<file path="config.mk">
export PLATFORM = sky130hd
export DESIGN_NAME = group_tagged_list_store
export DESIGN_NICKNAME = d
export VERILOG_FILES = /design/src/design/gtls_pkg.sv /design/src/design/group_tagged_list_store.sv /design/src/design/gtls_ctrl.sv /design/src/design/gtls_dp.sv
export VERILOG_INCLUDE_DIRS = /design/src /design/src/design
export SDC_FILE = /design/constraint.sdc
export NUM_CORES = 1
export LEC_CHECK = 0
export BUFFER_PORTS_ARGS = -buffer_cell sky130_fd_sc_hd__buf_2
export CAP_MARGIN = 20
export CORE_AREA = 2 2 183 185
export CTS_BUF_LIST = sky130_fd_sc_hd__clkbuf_16
export DETAILED_ROUTE_END_ITERATION = 8
export DIE_AREA = 0 0 185 187
export PLACE_DENSITY = 0.83
export REMOVE_ABC_BUFFERS = 1
export SLEW_MARGIN = 0
export SYNTH_ARGS = -nofsm -noshare
export SYNTH_HDL_FRONTEND = slang
export SYNTH_SLANG_ARGS = --single-unit
</file>
<file path="constraint.sdc">
create_clock -name clock -period 5 [get_ports clock]
set_clock_uncertainty 0.15 [all_clocks]
set_input_delay 0.5 -clock clock [delete_from_list [all_inputs] [get_ports clock]]
set_output_delay 0.5 -clock clock [all_outputs]
set_load 0.01 [all_outputs]
</file>
<file path="src/design/group_tagged_list_store_macros.svh">
// assertion macros for the group tagged list store
// used by the top level only, no other dependencies
`ifndef GROUP_TAGGED_LIST_STORE_MACROS_SVH
`define GROUP_TAGGED_LIST_STORE_MACROS_SVH

// same-cycle implication, checked out of reset
`define GTLS_ASSERT_NOW(label, clk, rst, ante, cons) \
   label: assert property (@(posedge clk) disable iff (rst) (ante) |-> (cons)) \
      else $error("gtls assertion failed");

// next-cycle implication, checked out of reset
`define GTLS_ASSERT_NEXT(label, clk, rst, ante, cons) \
   label: assert property (@(posedge clk) disable iff (rst) (ante) |=> (cons)) \
      else $error("gtls assertion failed");

`endif

</file>
<file path="src/design/gtls_pkg.sv">
// shared types, codes and defaults for the group tagged list store
// no dependencies; used by every module of the block
package gtls_pkg;

   // parameter defaults
   localparam int DEPTH_DEF       = 16;
   localparam int ITEM_WIDTH_DEF  = 16;
   localparam int GROUP_WIDTH_DEF = 8;

   // fixed field widths of the channels
   localparam int OP_W     = 2;
   localparam int ITEM_W   = 16;
   localparam int GROUP_W  = 8;
   localparam int STATUS_W = 2;
   localparam int REMOVED_W = 5;

   // operation codes
   localparam logic [OP_W-1:0] OP_APPEND = 2'd0;
   localparam logic [OP_W-1:0] OP_LIST   = 2'd1;
   localparam logic [OP_W-1:0] OP_REMOVE = 2'd2;
   localparam logic [OP_W-1:0] OP_CLEAR  = 2'd3;

   // status codes
   localparam logic [STATUS_W-1:0] ST_OK      = 2'd0;
   localparam logic [STATUS_W-1:0] ST_FULL    = 2'd1;
   localparam logic [STATUS_W-1:0] ST_NOMATCH = 2'd2;
   localparam logic [STATUS_W-1:0] ST_LISTED  = 2'd3;

   typedef struct packed {
      logic [OP_W-1:0]           operation;
      logic signed [ITEM_W-1:0]  item;
      logic [GROUP_W-1:0]        group;
   } req_type;

   typedef struct packed {
      logic [STATUS_W-1:0]       status;
      logic signed [ITEM_W-1:0]  item_res;
      logic [REMOVED_W-1:0]      removed_count;
      logic                      last;
   } rsp_type;

   // controller to datapath
   typedef struct packed {
      logic start;      // transaction accepted
      logic step;       // move the walk to the next entry
      logic emit_mid;   // send the held listed item, not the last
      logic emit_end;   // send the closing result
   } cmd_type;

   // datapath to controller
   typedef struct packed {
      logic [OP_W-1:0] req_op;
      logic [OP_W-1:0] op;
      logic            scan_end;
      logic            is_match;
      logic            pend_valid;
      logic            out_free;
   } stat_type;

endpackage

</file>
<file path="src/design/group_tagged_list_store.sv">
// channel   direction  payload             handshake
// req       in         gtls_pkg::req_type  req_valid / req_stall
// rsp       out        gtls_pkg::rsp_type  rsp_valid / rsp_stall
//
// append and clear need no walk; list and remove walk the stored entries,
// one stored entry per cycle through the single read port of the entry memory
// each listed match past the first waits while the result register is stalled
// reset empties the store at once (entry count only, the memory is not swept)
// a new transaction is taken once the previous closing result is loaded
//
// top level of the group tagged list store; depends on gtls_pkg, gtls_ctrl,
// gtls_dp and group_tagged_list_store_macros.svh
`include "group_tagged_list_store_macros.svh"

module group_tagged_list_store #(
   parameter int DEPTH       = gtls_pkg::DEPTH_DEF,
   parameter int ITEM_WIDTH  = gtls_pkg::ITEM_WIDTH_DEF,
   parameter int GROUP_WIDTH = gtls_pkg::GROUP_WIDTH_DEF
) (
   input  logic               clock,
   input  logic               reset,
   input  logic               req_valid,
   output logic               req_stall,
   input  gtls_pkg::req_type  req_data,
   output logic               rsp_valid,
   input  logic               rsp_stall,
   output gtls_pkg::rsp_type  rsp_data
);

   gtls_pkg::cmd_type  cmd;
   gtls_pkg::stat_type stat;

   // sequencer
   gtls_ctrl u_ctrl (
      .clock     (clock),
      .reset     (reset),
      .req_valid (req_valid),
      .req_stall (req_stall),
      .stat      (stat),
      .cmd       (cmd)
   );

   // storage and result path
   gtls_dp #(
      .DEPTH       (DEPTH),
      .ITEM_WIDTH  (ITEM_WIDTH),
      .GROUP_WIDTH (GROUP_WIDTH)
   ) u_dp (
      .clock     (clock),
      .reset     (reset),
      .req_data  (req_data),
      .rsp_stall (rsp_stall),
      .rsp_valid (rsp_valid),
      .rsp_data  (rsp_data),
      .cmd       (cmd),
      .stat      (stat)
   );

   // busy right after a transaction is taken
   `GTLS_ASSERT_NEXT(a_busy_after_accept, clock, reset, req_valid && !req_stall, req_stall)
   // only listed items may come without the last marker
   `GTLS_ASSERT_NOW(a_last_unless_listed, clock, reset,
      rsp_valid && rsp_data.status != gtls_pkg::ST_LISTED, rsp_data.last)
   // the closing result frees the input side
   `GTLS_ASSERT_NEXT(a_idle_after_close, clock, reset, cmd.emit_end, !req_stall)

endmodule

</file>
<file path="src/design/gtls_ctrl.sv">
// controller state machine for the group tagged list store
// depends on gtls_pkg; drives gtls_dp through cmd_type
module gtls_ctrl (
   input  logic                clock,
   input  logic                reset,
   input  logic                req_valid,
   output logic                req_stall,
   input  gtls_pkg::stat_type  stat,
   output gtls_pkg::cmd_type   cmd
);

   localparam logic [1:0] S_IDLE   = 2'd0;
   localparam logic [1:0] S_SCAN   = 2'd1;
   localparam logic [1:0] S_FINISH = 2'd2;

   logic [1:0] state_ff, state_in;

   // next state and commands
   always_comb begin
      state_in     = state_ff;
      cmd          = '0;
      case (state_ff)
         S_IDLE: begin
            if (req_valid) begin
               cmd.start = 1'b1;
               if (stat.req_op == gtls_pkg::OP_LIST || stat.req_op == gtls_pkg::OP_REMOVE) begin
                  state_in = S_SCAN;
               end else begin
                  state_in = S_FINISH;
               end
            end
         end
         S_SCAN: begin
            if (stat.scan_end) begin
               state_in = S_FINISH;
            end else if (stat.op == gtls_pkg::OP_LIST && stat.is_match && stat.pend_valid) begin
               // a newer match pushes the held one out as a middle result
               if (stat.out_free) begin
                  cmd.emit_mid = 1'b1;
                  cmd.step     = 1'b1;
               end
            end else begin
               cmd.step = 1'b1;
            end
         end
         S_FINISH: begin
            if (stat.out_free) begin
               cmd.emit_end = 1'b1;
               state_in     = S_IDLE;
            end
         end
         default: begin
            state_in = S_IDLE;
         end
      endcase
   end

   always_ff @(posedge clock) begin
      if (reset) begin
         state_ff <= S_IDLE;
      end else begin
         state_ff <= state_in;
      end
   end

   assign req_stall = (state_ff != S_IDLE);

endmodule

</file>
<file path="src/design/gtls_dp.sv">
// datapath for the group tagged list store: entry memory, walk counters,
// held match and result register; depends on gtls_pkg, driven by gtls_ctrl
module gtls_dp #(
   parameter int DEPTH       = gtls_pkg::DEPTH_DEF,
   parameter int ITEM_WIDTH  = gtls_pkg::ITEM_WIDTH_DEF,
   parameter int GROUP_WIDTH = gtls_pkg::GROUP_WIDTH_DEF
) (
   input  logic                clock,
   input  logic                reset,
   input  gtls_pkg::req_type   req_data,
   input  logic                rsp_stall,
   output logic                rsp_valid,
   output gtls_pkg::rsp_type   rsp_data,
   input  gtls_pkg::cmd_type   cmd,
   output gtls_pkg::stat_type  stat
);

   localparam int CNT_W = $clog2(DEPTH + 1);
   localparam int IDX_W = (DEPTH > 1) ? $clog2(DEPTH) : 1;

   // entry memory, one write and one registered read per cycle
   logic [ITEM_WIDTH-1:0]  mem_item  [DEPTH];
   logic [GROUP_WIDTH-1:0] mem_group [DEPTH];

   logic [CNT_W-1:0]       i_ff, i_in;
   logic [CNT_W-1:0]       w_ff, w_in;
   logic [CNT_W-1:0]       count_ff, count_in;
   logic [gtls_pkg::OP_W-1:0] op_ff, op_in;
   logic [GROUP_WIDTH-1:0] grp_ff, grp_in;
   logic                   full_ff, full_in;
   logic                   pend_valid_ff, pend_valid_in;
   logic [ITEM_WIDTH-1:0]  pend_item_ff, pend_item_in;
   logic [ITEM_WIDTH-1:0]  rd_item_ff;
   logic [GROUP_WIDTH-1:0] rd_group_ff;
   logic                   rsp_valid_ff, rsp_valid_in;
   gtls_pkg::rsp_type      rsp_ff, rsp_in;

   logic                   wr_en;
   logic [IDX_W-1:0]       wr_addr;
   logic [ITEM_WIDTH-1:0]  wr_item;
   logic [GROUP_WIDTH-1:0] wr_group;
   logic [IDX_W-1:0]       rd_addr;
   logic                   is_match;
   logic                   out_free;
   logic                   store_full;

   assign is_match   = (rd_group_ff == grp_ff);
   assign out_free   = !rsp_valid_ff || !rsp_stall;
   assign store_full = (count_ff >= CNT_W'(DEPTH));
   // read data always belongs to the entry at i_ff
   assign rd_addr    = i_in[IDX_W-1:0];

   // counters, held match, memory write port and result loading
   always_comb begin
      i_in          = i_ff;
      w_in          = w_ff;
      count_in      = count_ff;
      op_in         = op_ff;
      grp_in        = grp_ff;
      full_in       = full_ff;
      pend_valid_in = pend_valid_ff;
      pend_item_in  = pend_item_ff;
      wr_en         = 1'b0;
      wr_addr       = w_ff[IDX_W-1:0];
      wr_item       = rd_item_ff;
      wr_group      = rd_group_ff;
      rsp_in        = rsp_ff;

      if (cmd.start) begin
         i_in          = '0;
         w_in          = '0;
         op_in         = req_data.operation;
         grp_in        = GROUP_WIDTH'(req_data.group);
         full_in       = store_full;
         pend_valid_in = 1'b0;
         if (req_data.operation == gtls_pkg::OP_APPEND && !store_full) begin
            wr_en    = 1'b1;
            wr_addr  = count_ff[IDX_W-1:0];
            wr_item  = ITEM_WIDTH'($unsigned(req_data.item));
            wr_group = GROUP_WIDTH'(req_data.group);
            count_in = count_ff + 1'b1;
         end
         if (req_data.operation == gtls_pkg::OP_CLEAR) begin
            count_in = '0;
         end
      end

      // one entry of the walk
      if (cmd.step) begin
         i_in = i_ff + 1'b1;
         if (op_ff == gtls_pkg::OP_LIST && is_match) begin
            pend_item_in  = rd_item_ff;
            pend_valid_in = 1'b1;
         end
         if (op_ff == gtls_pkg::OP_REMOVE && !is_match) begin
            // keep this entry, compacted down to the write pointer
            wr_en = 1'b1;
            w_in  = w_ff + 1'b1;
         end
      end

      if (cmd.emit_mid) begin
         rsp_in.status        = gtls_pkg::ST_LISTED;
         rsp_in.item_res      = gtls_pkg::ITEM_W'(pend_item_ff);
         rsp_in.removed_count = '0;
         rsp_in.last          = 1'b0;
      end

      // closing result of the transaction
      if (cmd.emit_end) begin
         rsp_in.status        = gtls_pkg::ST_OK;
         rsp_in.item_res      = '0;
         rsp_in.removed_count = '0;
         rsp_in.last          = 1'b1;
         pend_valid_in        = 1'b0;
         case (op_ff)
            gtls_pkg::OP_APPEND: begin
               if (full_ff) begin
                  rsp_in.status = gtls_pkg::ST_FULL;
               end
            end
            gtls_pkg::OP_LIST: begin
               if (pend_valid_ff) begin
                  rsp_in.status   = gtls_pkg::ST_LISTED;
                  rsp_in.item_res = gtls_pkg::ITEM_W'(pend_item_ff);
               end else begin
                  rsp_in.status = gtls_pkg::ST_NOMATCH;
               end
            end
            gtls_pkg::OP_REMOVE: begin
               rsp_in.removed_count = gtls_pkg::REMOVED_W'(count_ff - w_ff);
               count_in             = w_ff;
            end
            default: begin
            end
         endcase
      end

      rsp_valid_in = (cmd.emit_mid || cmd.emit_end) ? 1'b1 : (rsp_valid_ff && rsp_stall);
   end

   // control registers
   always_ff @(posedge clock) begin
      if (reset) begin
         count_ff      <= '0;
         pend_valid_ff <= 1'b0;
         rsp_valid_ff  <= 1'b0;
         i_ff          <= '0;
         w_ff          <= '0;
      end else begin
         count_ff      <= count_in;
         pend_valid_ff <= pend_valid_in;
         rsp_valid_ff  <= rsp_valid_in;
         i_ff          <= i_in;
         w_ff          <= w_in;
      end
   end

   // payload registers
   always_ff @(posedge clock) begin
      op_ff        <= op_in;
      grp_ff       <= grp_in;
      full_ff      <= full_in;
      pend_item_ff <= pend_item_in;
      rsp_ff       <= rsp_in;
   end

   // entry memory
   always_ff @(posedge clock) begin
      if (wr_en) begin
         mem_item[wr_addr]  <= wr_item;
         mem_group[wr_addr] <= wr_group;
      end
      rd_item_ff  <= mem_item[rd_addr];
      rd_group_ff <= mem_group[rd_addr];
   end

   assign stat.req_op     = req_data.operation;
   assign stat.op         = op_ff;
   assign stat.scan_end   = (i_ff >= count_ff);
   assign stat.is_match   = is_match;
   assign stat.pend_valid = pend_valid_ff;
   assign stat.out_free   = out_free;

   assign rsp_valid = rsp_valid_ff;
   assign rsp_data  = rsp_ff;

endmodule

</file>
* Yosys cells after proc, flatten, opt, wreduce, memory -nomap -nowiden
Memory sizes are Yosys's and may differ from the RTL's. A register that Yosys moved wholly into a read port is not among the register bits. Index checks and enable logic that the tools add are counted.
Word-level totals: output and inout bits 26, memories kept 2, memory bits (writable) 384, input port bits 30, logic and storage cells 103, register bits 70
Cells by class: reduce and logical (&&, ||, !) cells 21, equality and inequality tests 11, $add $sub $neg 4, magnitude comparators 2, muxes and demuxes 48
Memories:
- u_dp.mem_item | depth 16, bits a word 16, rd ports 1, clocked after memory_dff 1, write ports 1, line gtls_dp.sv:22 | logic [ITEM_WIDTH-1:0] mem_item [DEPTH];
- u_dp.mem_group | depth 16, bits a word 8, rd ports 1, clocked after memory_dff 1, write ports 1, line gtls_dp.sv:23 | logic [GROUP_WIDTH-1:0] mem_group [DEPTH];
Operators with widths (number):
- 16-bit 2-to-1 mux | 4
- 5-bit 2-to-1 mux | 11
- 24-bit 2-to-1 mux | 2
- 1-bit 2-to-1 mux | 18
- 8-bit 2-to-1 mux | 2
- 5-bit by 1-bit adder with 5-bit output (second input constant) | 3
- 2-bit 2-to-1 mux | 7
- 2-bit == test (second input constant) | 4
- 8-bit == test | 1
- 4-bit 2-to-1 mux | 2
- 2-bit by 1-bit == test with 1-bit output (second input constant) | 3
- 2-bit logical NOT | 3
- 2-bit case mux with 3 select lines | 1
- 2-bit nonzero test | 3
- 5-bit greater-or-equal comparator | 1
- 5-bit greater-or-equal comparator (second input constant) | 1
- 1-bit logical AND | 5
- 5-bit subtractor | 1
- 1-bit logical NOT | 4
- 2-bit != test (second input constant) | 2
- 2-bit case mux with 2 select lines | 1
- 1-bit logical OR | 3
- 3-bit AND reduction | 1
- 2-bit by 1-bit != test with 1-bit output (second input constant) | 1
- 2 further kinds | 2

* Logic depth before layout (Yosys ltp)
Gate-level depths: netlist (run 1).
depth after elaboration 9, gate-level depth with buffers 13, gate-level depth less buffers 10

* Modules after synthesis
Synthesis (run 1) repeated with hierarchy kept, for this count alone.
Second synthesis, totals: cell total of the unflattened synthesis 1738, area total of the unflattened synthesis 21130.3 um^2
By module, submodules not included:
- gtls_dp | cells an instance 1719, instances 1, area an instance 20968.9 um^2, seq. area each 13873.3 um^2
- gtls_ctrl | cells an instance 19, instances 1, area an instance 161.4 um^2, seq. area each 40.0 um^2

* Worst setup path after synthesis (run 1)
OpenSTA, ideal clock, no wires.
path type input-to-reg, start input req_valid, end memory u_dp.mem_group[14][0] in the netlist's numbering, enable pin, path buffers 2, stages 7, arrival 3.036 ns, path slack 1.410 ns, library setup time 0.405 ns, required time 4.445 ns, path through or3b_1 inv_2 and3_1 clkbuf_1 clkbuf_1 a31oi_1 nor2_1
RTL lines:
- from (decl) | line group_tagged_list_store.sv:22 | input logic req_valid,
- to (decl) | line gtls_dp.sv:23

* Final worst setup path (run 1)
start register u_dp.i_ff[2], end register u_dp.rd_item_ff[5], read port of u_dp.mem_item
On the way: cells in the longest elaborated chain, start to end 4, elaborated cells between the ends (all ways) 6, classes of those cells add/sub (1); order compare (1); mux (4)
RTL lines:
- from (decl) | line gtls_dp.sv:25 | logic [CNT_W-1:0] i_ff, i_in;
- from (signal assigned) | line gtls_dp.sv:154 | i_ff <= i_in;
- 5-bit greater-or-equal comparator | line gtls_dp.sv:180 | assign stat.scan_end = (i_ff >= count_ff);
- 2-bit 2-to-1 mux | line gtls_ctrl.sv:34 | if (stat.scan_end) begin
- 2-bit 2-to-1 mux | line gtls_ctrl.sv:22 | case (state_ff)
- 5-bit 2-to-1 mux * | line gtls_dp.sv:89 | if (cmd.step) begin
- to (decl) | line gtls_dp.sv:33 | logic [ITEM_WIDTH-1:0] rd_item_ff;
Every way passes the cells marked *; elsewhere a longest branch is shown, timed or not. The select of a mux whose other input is x is not followed. A chain may end at the register's enable or synchronous reset.

==> flow_metrics.py, run 1 <==
metrics = {
    "floorplanning": {
        "die-height_um": 187,
        "dieWidth_um": 185,
        "fp-row-count": 67,
        "floorplan.initialDensity": 0.589,
        "dieArea_sq_mm": 0.0346,
        "floorplan.core_area_sq_mm": 0.0329,
        "ioPinCount": 56,
    },
    "grt": {
        "grt_start_max_net_pins": 97,
        "grt.overflow.total": 0,
        "grtUsageTotal": 0.280,
        "grt_first_pass_wirelength_mm": 73.2,
        "grt_pass1_vias": 12500,
        "antenna_violations_before_repair": 0,
    },
    "synthesis": {
        "synthCells": 1392,
        "synth.top_cells.by_area": "edfxtp_1 (67%), dfxtp_1 (4.6%), nand2_1 (2.7%), o21ai_0 (2.6%), a31oi_1 (2.6%)",
        "synth_edf_count": 434,
        "yosys_warnings": 0,
        "ys_async_sr_fraction": 0,
        "synthesis.area_sq_mm": 0.0194,
        "synth.distinct_cells": 60,
        "synth_area_leader_cell": "edfxtp_1",
        "syn-mean-instance-area_sq_um": 13.9,
        "synth.yosys.seq_area_share": 0.719,
        "yosys_most_used_dff": "edfxtp_1",
        "synth.ff_latch_count": 478,
        "synth_top_cell_area_share": 0.673,
    },
    "routing": {
        "vias": 12900,
        "sum_of_routed_wire_length_over_all_layers_mm": 48.6,
        "route.antenna.remaining_nets": 0,
        "post_detailed_route_wirelength_per_cell_um": 25.3,
        "drc": 0,
        "detail_route.vias_per_cell": 6.73,
        "drt_iter0_drc": 1889,
        "drtPass1Iterations": 6,
    },
    "sta": {
        "accumulated_negative_setup_slack_ns": 0,
        "grt_setup_unrepaired": "false",
        "worst_slew_margin_rel": 0.353,
        "fmax_mhz": 249,
        "setup-violations-final": 0,
        "final.setup.worst_slack_ns": 0.982,
        "timing.final.hold_violations": 0,
        "timing.final.max_slew_violations": 0,
        "finalHoldWorstSlack_ns": 0.0120,
        "final_period_minus_worst_setup_slack_ns": 4.02,
        "worst_pin_slew_ns": 0.970,
        "timing.final.crit_share": 0.804,
    },
    "layout": {
        "design.final.nets": 1484,
        "final_layout_size_suffix_gt1_frac": 0.133,
        "area.growth.synth_to_final_pct": 12.5,
        "diodes": 0,
    },
    "clock_network": {
        "cts.path.max_buffers": 3,
        "cts.reportedPaths.clkPinSlew_ns": 0.06,
        "clock_tree.root_cell": "clkbuf_16",
        "worstSkewPairLatency_ns": 0.57,
        "cts_post_setup_buffers_inserted": 0,
        "h-tree-depth": 2,
        "cts-buffers-inserted": 45,
        "ctsResizeCount": 0,
        "clock_sinks": 478,
        "ctsHoldBuffers": 6,
        "cts_tree": "built",
    },
    "setup_path": {
        "arrival_ns": 4.30,
        "critPathCaptureType": "flop",
        "worst-path-max-fanout": 96,
        "ff2ff_setup_slack_ns": 0.98,
        "worstPathBufferInverterCount": 1,
        "timing.critical_path.slowest_cell_delay_ns": 0.73,
        "crit_type": "flop to flop",
        "critical-path-top-delay-family": "compound AO/OA/AOI/OAI gates",
        "crit_path_start_kind": "flop",
        "worstPathRequired_ns": 5.29,
        "cp_cell_sequence": "ha_1 > nand3_1 > a21boi_1 > or2_0 > nor3_4 > buf_4 > o21ai_0 > a22oi_1 > a32oi_1 > o311ai_1",
        "worst_path_max_delay_cell": "buf_4",
    },
    "outcome": {
        "outcome": "finished clean",
    },
    "place": {
        "detailed_placement_wirelength_estimate_mm": 25.1,
        "placement.io_buffers": 55,
        "placement.setup.worst_slack_ns": 1.18,
        "place_congestion": 0.859,
    },
    "power_and_ir_drop": {
        "power_leakage_nw": 7.44,
        "power_per_cell_area_mw_per_mm2": 374,
        "vdd_ir_drop_max_v": 0.000224,
        "power_mw": 8.15,
    },
    "hold_path": {
        "hold_path.class": "input pin to flop",
    },
    "run": {
        "cap_viol_max_count": 0,
    },
}
-- placed cells by master (no fill, tap or decap), types with 9 or more instances in the layout --
cell type  synthesis  routed
a32oi_1           24      24
edfxtp_1         434     434
o21ai_0          102     102
a21o_1            50      50
a221o_1           24      24
nor3_1             9       9
clkbuf_16          0      45
a31oi_1           80      80
and3_1            22      22
buf_4              5      35
nand2_1          139     139
nor2_2             0      13
buf_2             28      55
a21oi_1           86      86
nor2_1            35      19
a22oi_1           30      30
mux2i_1           25      25
xor2_1            10      10
dfxtp_1           44      44
nand3_1           58      57
o311ai_1          24      24
inv_1             16      24
clkinv_2           0       9
ha_1              15      15
-- per-stage QoR --
step	cell area, sq um	std cells	util
floorplan	18900	1289	-
global placement	20200	1831	0.614
detailed placement	20200	1831	0.614
CTS	21700	1920	0.662
global route	21800	1922	0.662
finish	21800	1922	0.662
-- synthesized netlist by cell type (5+ instances only) --
cell type,number
a21o_1,50
a21oi_1,86
a221o_1,24
a22oi_1,30
a31oi_1,80
a32oi_1,24
and3_1,22
buf_1,7
buf_2,28
buf_4,5
clkbuf_1,59
dfxtp_1,44
edfxtp_1,434
ha_1,15
inv_1,16
mux2i_1,25
nand2_1,139
nand3_1,58
nor2_1,35
nor2b_1,5
nor3_1,9
o21ai_0,102
o311ai_1,24
xnor2_1,8
xor2_1,10
-- where the power goes --
group / total, mW / switching [mW] / internal, mW / leakage [nW]
Sequential: 4.42 / 0.0179 / 4.41 / 4.28
Clock: 3.52 / 1.50 / 2.02 / 0.771
Combinational: 0.208 / 0.153 / 0.0549 / 2.39
-- sequential cells by signal, indices dropped and copies added, names as in the netlist --
name                cells
u_dp.rsp_valid          1
u_dp.pend_item_ff      16
u_dp.mem_group        128
u_dp.grp_ff             8
u_dp.rsp_data          24
u_dp.op_ff              2
u_dp.rd_group_ff        8
u_ctrl.state_ff         2
u_dp.full_ff            1
u_dp.count_ff           5
u_dp.rd_item_ff        16
u_dp.mem_item         256
u_dp.w_ff               5
u_dp.pend_valid_ff      1
u_dp.i_ff               5
-- worst register-to-register path, stage by stage (launching register included) --
cell	delay, ns
dfxtp_1	0.68
ha_1	0.36
nand3_1	0.09
a21boi_1	0.13
or2_0	0.45
nor3_4	0.37
buf_4	0.73
o21ai_0	0.41
a22oi_1	0.30
a32oi_1	0.12
o311ai_1	0.11
-- final cells by class --
type,instances,area (sq um)
Clock inverter,38,378
Inverter,17,63.8
Tap cell,448,561
Multi-Input combinational cell,794,5020
Fill cell,2144,11100
Timing Repair Buffer,102,703
Sequential cell,478,13900
Clock buffer,45,1130
-- layer usage --
metal	routed length [um]	vias to the layer above	track usage
met3	5110	185	0.0442
li1	-	5533	-
met1	17600	6293	0.381
met4	2280	0	0.131
met5	0	-	0
met2	23600	933	0.445
-- worst paths after layout --
check                     startpoint                   end  cells after the start
hold / removal           req_data[1]        u_dp.grp_ff[1]                      1
setup / recovery        u_dp.i_ff[2]    u_dp.rd_item_ff[5]                     10
setup reg to reg        u_dp.i_ff[2]    u_dp.rd_item_ff[5]                     10
hold reg to reg   u_dp.rd_item_ff[6]  u_dp.pend_item_ff[6]                      0
-- cells by family (layout without fill, tap and decap cells) --
family | count (synthesis) | after routing | share of synthesized area
adders and majority gates | 16 | 16 | 0.0107
DFF | 478 | 478 | 0.719
AOI/OAI and AO/OA | 439 | 439 | 0.149
and+or+nand+nor | 296 | 296 | 0.0729
buffers and inverters | 120 | 202 | 0.0270
xor gates and xnor gates | 18 | 18 | 0.00815
muxes | 25 | 25 | 0.0129
Power figures use the tool's default switching activity.
==> run 2: changes to the inputs <==
==> constraint.sdc (replaced) <==
create_clock -name clock -period 4.1 [get_ports clock]
set_clock_uncertainty 0.15 [all_clocks]
set_input_delay 0.41 -clock clock [delete_from_list [all_inputs] [get_ports clock]]
set_output_delay 0.41 -clock clock [all_outputs]
set_load 0.01 [all_outputs]
==> run 2 against run 1 <==
  * Total power is 19% higher
  * Sequential power is 22% higher
  * Register-to-register slack lost 0.63 ns
  * Cell area up 0.87%
  * Combinational power grew 26%
  * Setup slack worse by 0.63 ns
  * Die area is the same
  * Sequential share of layout area shrank 0.55 points
==> flow_metrics.py, run 2 (same netlist as run 1, synthesis figures left out) <==
metrics = {
    "setup_path": {
        "worst_path_max_delay_cell": "dfxtp_1",
        "crit_path_start_kind": "flop",
        "r2r_cells": 10,
        "crit_type": "flop to flop",
        "cp_cell_sequence": "ha_1 > nand3_1 > a21boi_1 > or2_0 > o21ai_4 > o31ai_1 > a311o_2 > buf_4 > a32oi_1 > o311ai_1",
        "worst-path-max-fanout": 14,
        "timing.critical_path.slowest_cell_delay_ns": 0.68,
        "worstPathBufferInverterCount": 1,
        "critical-path-top-delay-family": "compound AO/OA/AOI/OAI gates",
        "worst-path-stages": 10,
        "arrival_ns": 4.01,
        "worstPathRequired_ns": 4.36,
        "critPathCaptureType": "flop",
    },
    "sta": {
        "timing.final.hold_violations": 0,
        "timing.final.crit_share": 0.913,
        "final_period_minus_worst_setup_slack_ns": 3.74,
        "grt_setup_unrepaired": "false",
        "fmax_mhz": 267,
        "finalHoldWorstSlack_ns": 0.00586,
        "final.setup.worst_slack_ns": 0.357,
        "timing.final.max_slew_violations": 0,
        "setup-violations-final": 0,
        "worst_pin_slew_ns": 0.874,
        "worst_slew_margin_rel": 0.415,
    },
    "hold_path": {
        "worst_hold_path.num_cells": 3,
        "hold_path.class": "input pin to flop",
    },
    "layout": {
        "area.growth.synth_to_final_pct": 13.5,
        "final_layout_size_suffix_gt1_frac": 0.145,
        "layout_commonest_cell": "edfxtp_1",
        "diodes": 0,
        "fin_util": 0.668,
        "largest_register_ff_count": 256,
        "final_cell_count_no_fill": 1946,
        "final_cell_mix": "edfxtp_1 (434), nand2_1 (139), o21ai_0 (102)",
        "top_register": "u_dp.mem_item",
        "design.final.nets": 1509,
    },
    "outcome": {
        "outcome": "finished clean",
    },
    "grt": {
        "grt.overflow.total": 0,
        "grt_first_pass_wirelength_mm": 73.7,
        "antenna_violations_before_repair": 1,
        "grtUsageTotal": 0.282,
        "grt_pass1_vias": 12800,
        "grt_start_max_net_pins": 97,
    },
    "clock_network": {
        "cts.reportedPaths.clkPinSlew_ns": 0.07,
        "h-tree-depth": 2,
        "clock_tree.root_cell": "clkbuf_16",
        "clock_sinks": 478,
        "worstSkewPairLatency_ns": 0.57,
        "cts.path.max_buffers": 3,
        "cts_tree": "built",
        "cts-buffers-inserted": 44,
    },
    "power_and_ir_drop": {
        "power_mw": 9.68,
        "power_per_cell_area_mw_per_mm2": 441,
        "power_leakage_nw": 7.57,
        "vdd_ir_drop_max_v": 0.000320,
    },
    "routing": {
        "drt_iter0_drc": 2051,
        "vias": 13100,
        "drc": 0,
        "route.antenna.remaining_nets": 0,
        "detail_route.vias_per_cell": 6.72,
        "post_detailed_route_wirelength_per_cell_um": 24.9,
        "drtPass1Iterations": 9,
        "sum_of_routed_wire_length_over_all_layers_mm": 48.5,
    },
    "floorplanning": {
        "die-height_um": 187,
        "ioPinCount": 56,
        "floorplan.core_area_sq_mm": 0.0329,
        "fp-row-count": 67,
        "dieWidth_um": 185,
        "floorplan.initialDensity": 0.589,
        "dieArea_sq_mm": 0.0346,
    },
    "place": {
        "detailed_placement_wirelength_estimate_mm": 27.9,
        "placement.io_buffers": 55,
        "placement.setup.worst_slack_ns": 0.251,
        "numPlacedInstances": 1855,
        "place_congestion": 0.918,
    },
    "run": {
        "cap_viol_max_count": 0,
    },
}
## run 2: changes by cell type in the layout (fill, tap and decap cells not counted), sizes merged
cell / before / now
buf: 95 / 118
inv: 29 / 30
dlygate4sd3: 7 / 10
bufinv: 7 / 4
## run 2: through the flow
step	instance area, sq um	TNS [ns]
floorplan	18900	-31.75
global placement	20400	0
detailed placement	20400	0
CTS	22000	0
global route	22000	0
finish	22000	0
## run 2: final timing paths
path,start,to,slack (ns)
setup / recovery,u_dp.i_ff[2],u_dp.rd_group_ff[5],0.36
hold reg to reg,u_dp.rd_item_ff[10],u_dp.pend_item_ff[10],0.29
setup reg to reg,u_dp.i_ff[2],u_dp.rd_group_ff[5],0.36
hold / removal,req_valid,u_ctrl.state_ff[0],0.006
## run 2: worst register-to-register path, delay by kind of cell (launching register included)
family          cells  cell delay [ns]
flops               1             0.68
compound gates      6             1.61
fa+ha+maj           1             0.36
simple gates        2             0.55
buf+inv             1             0.26
## run 2: where the power goes
group,internal [mW],switching [mW]
registers,5.37,0.0211
logic,0.0706,0.192
clock network,2.26,1.76
## run 2: what timing repair did
action | 4_1_cts | 5_1_grt
endpoints found under the setup margin | 0 | 1
hold buffers | 10 | 0
hold endpoints to repair | 10 | 0
gates resized for setup | 0 | 1
buffers inserted | 0 | 0
## run 2: cell type report
| class | count | area (sq um) |
|---|---|---|
| repair buffers | 128 | 961 |
| inverters | 17 | 63.8 |
| fillers | 2141 | 10900 |
| clock inverters | 36 | 309 |
| multi-input cells | 794 | 5020 |
| flip-flops and latches | 478 | 13900 |
| clock buffers | 45 | 1130 |
| well taps | 448 | 561 |
## run 2: per-layer routing
metal  wire [um]  vias to the layer above  GRT usage  share of wire
met5          34                        -          0        0.00070
met4        2240                        2      0.136          0.046
met3        5640                      159     0.0483           0.12
met2       22800                      973      0.436           0.47
met1       17800                     6368      0.393           0.37
li1            -                     5575          -              -
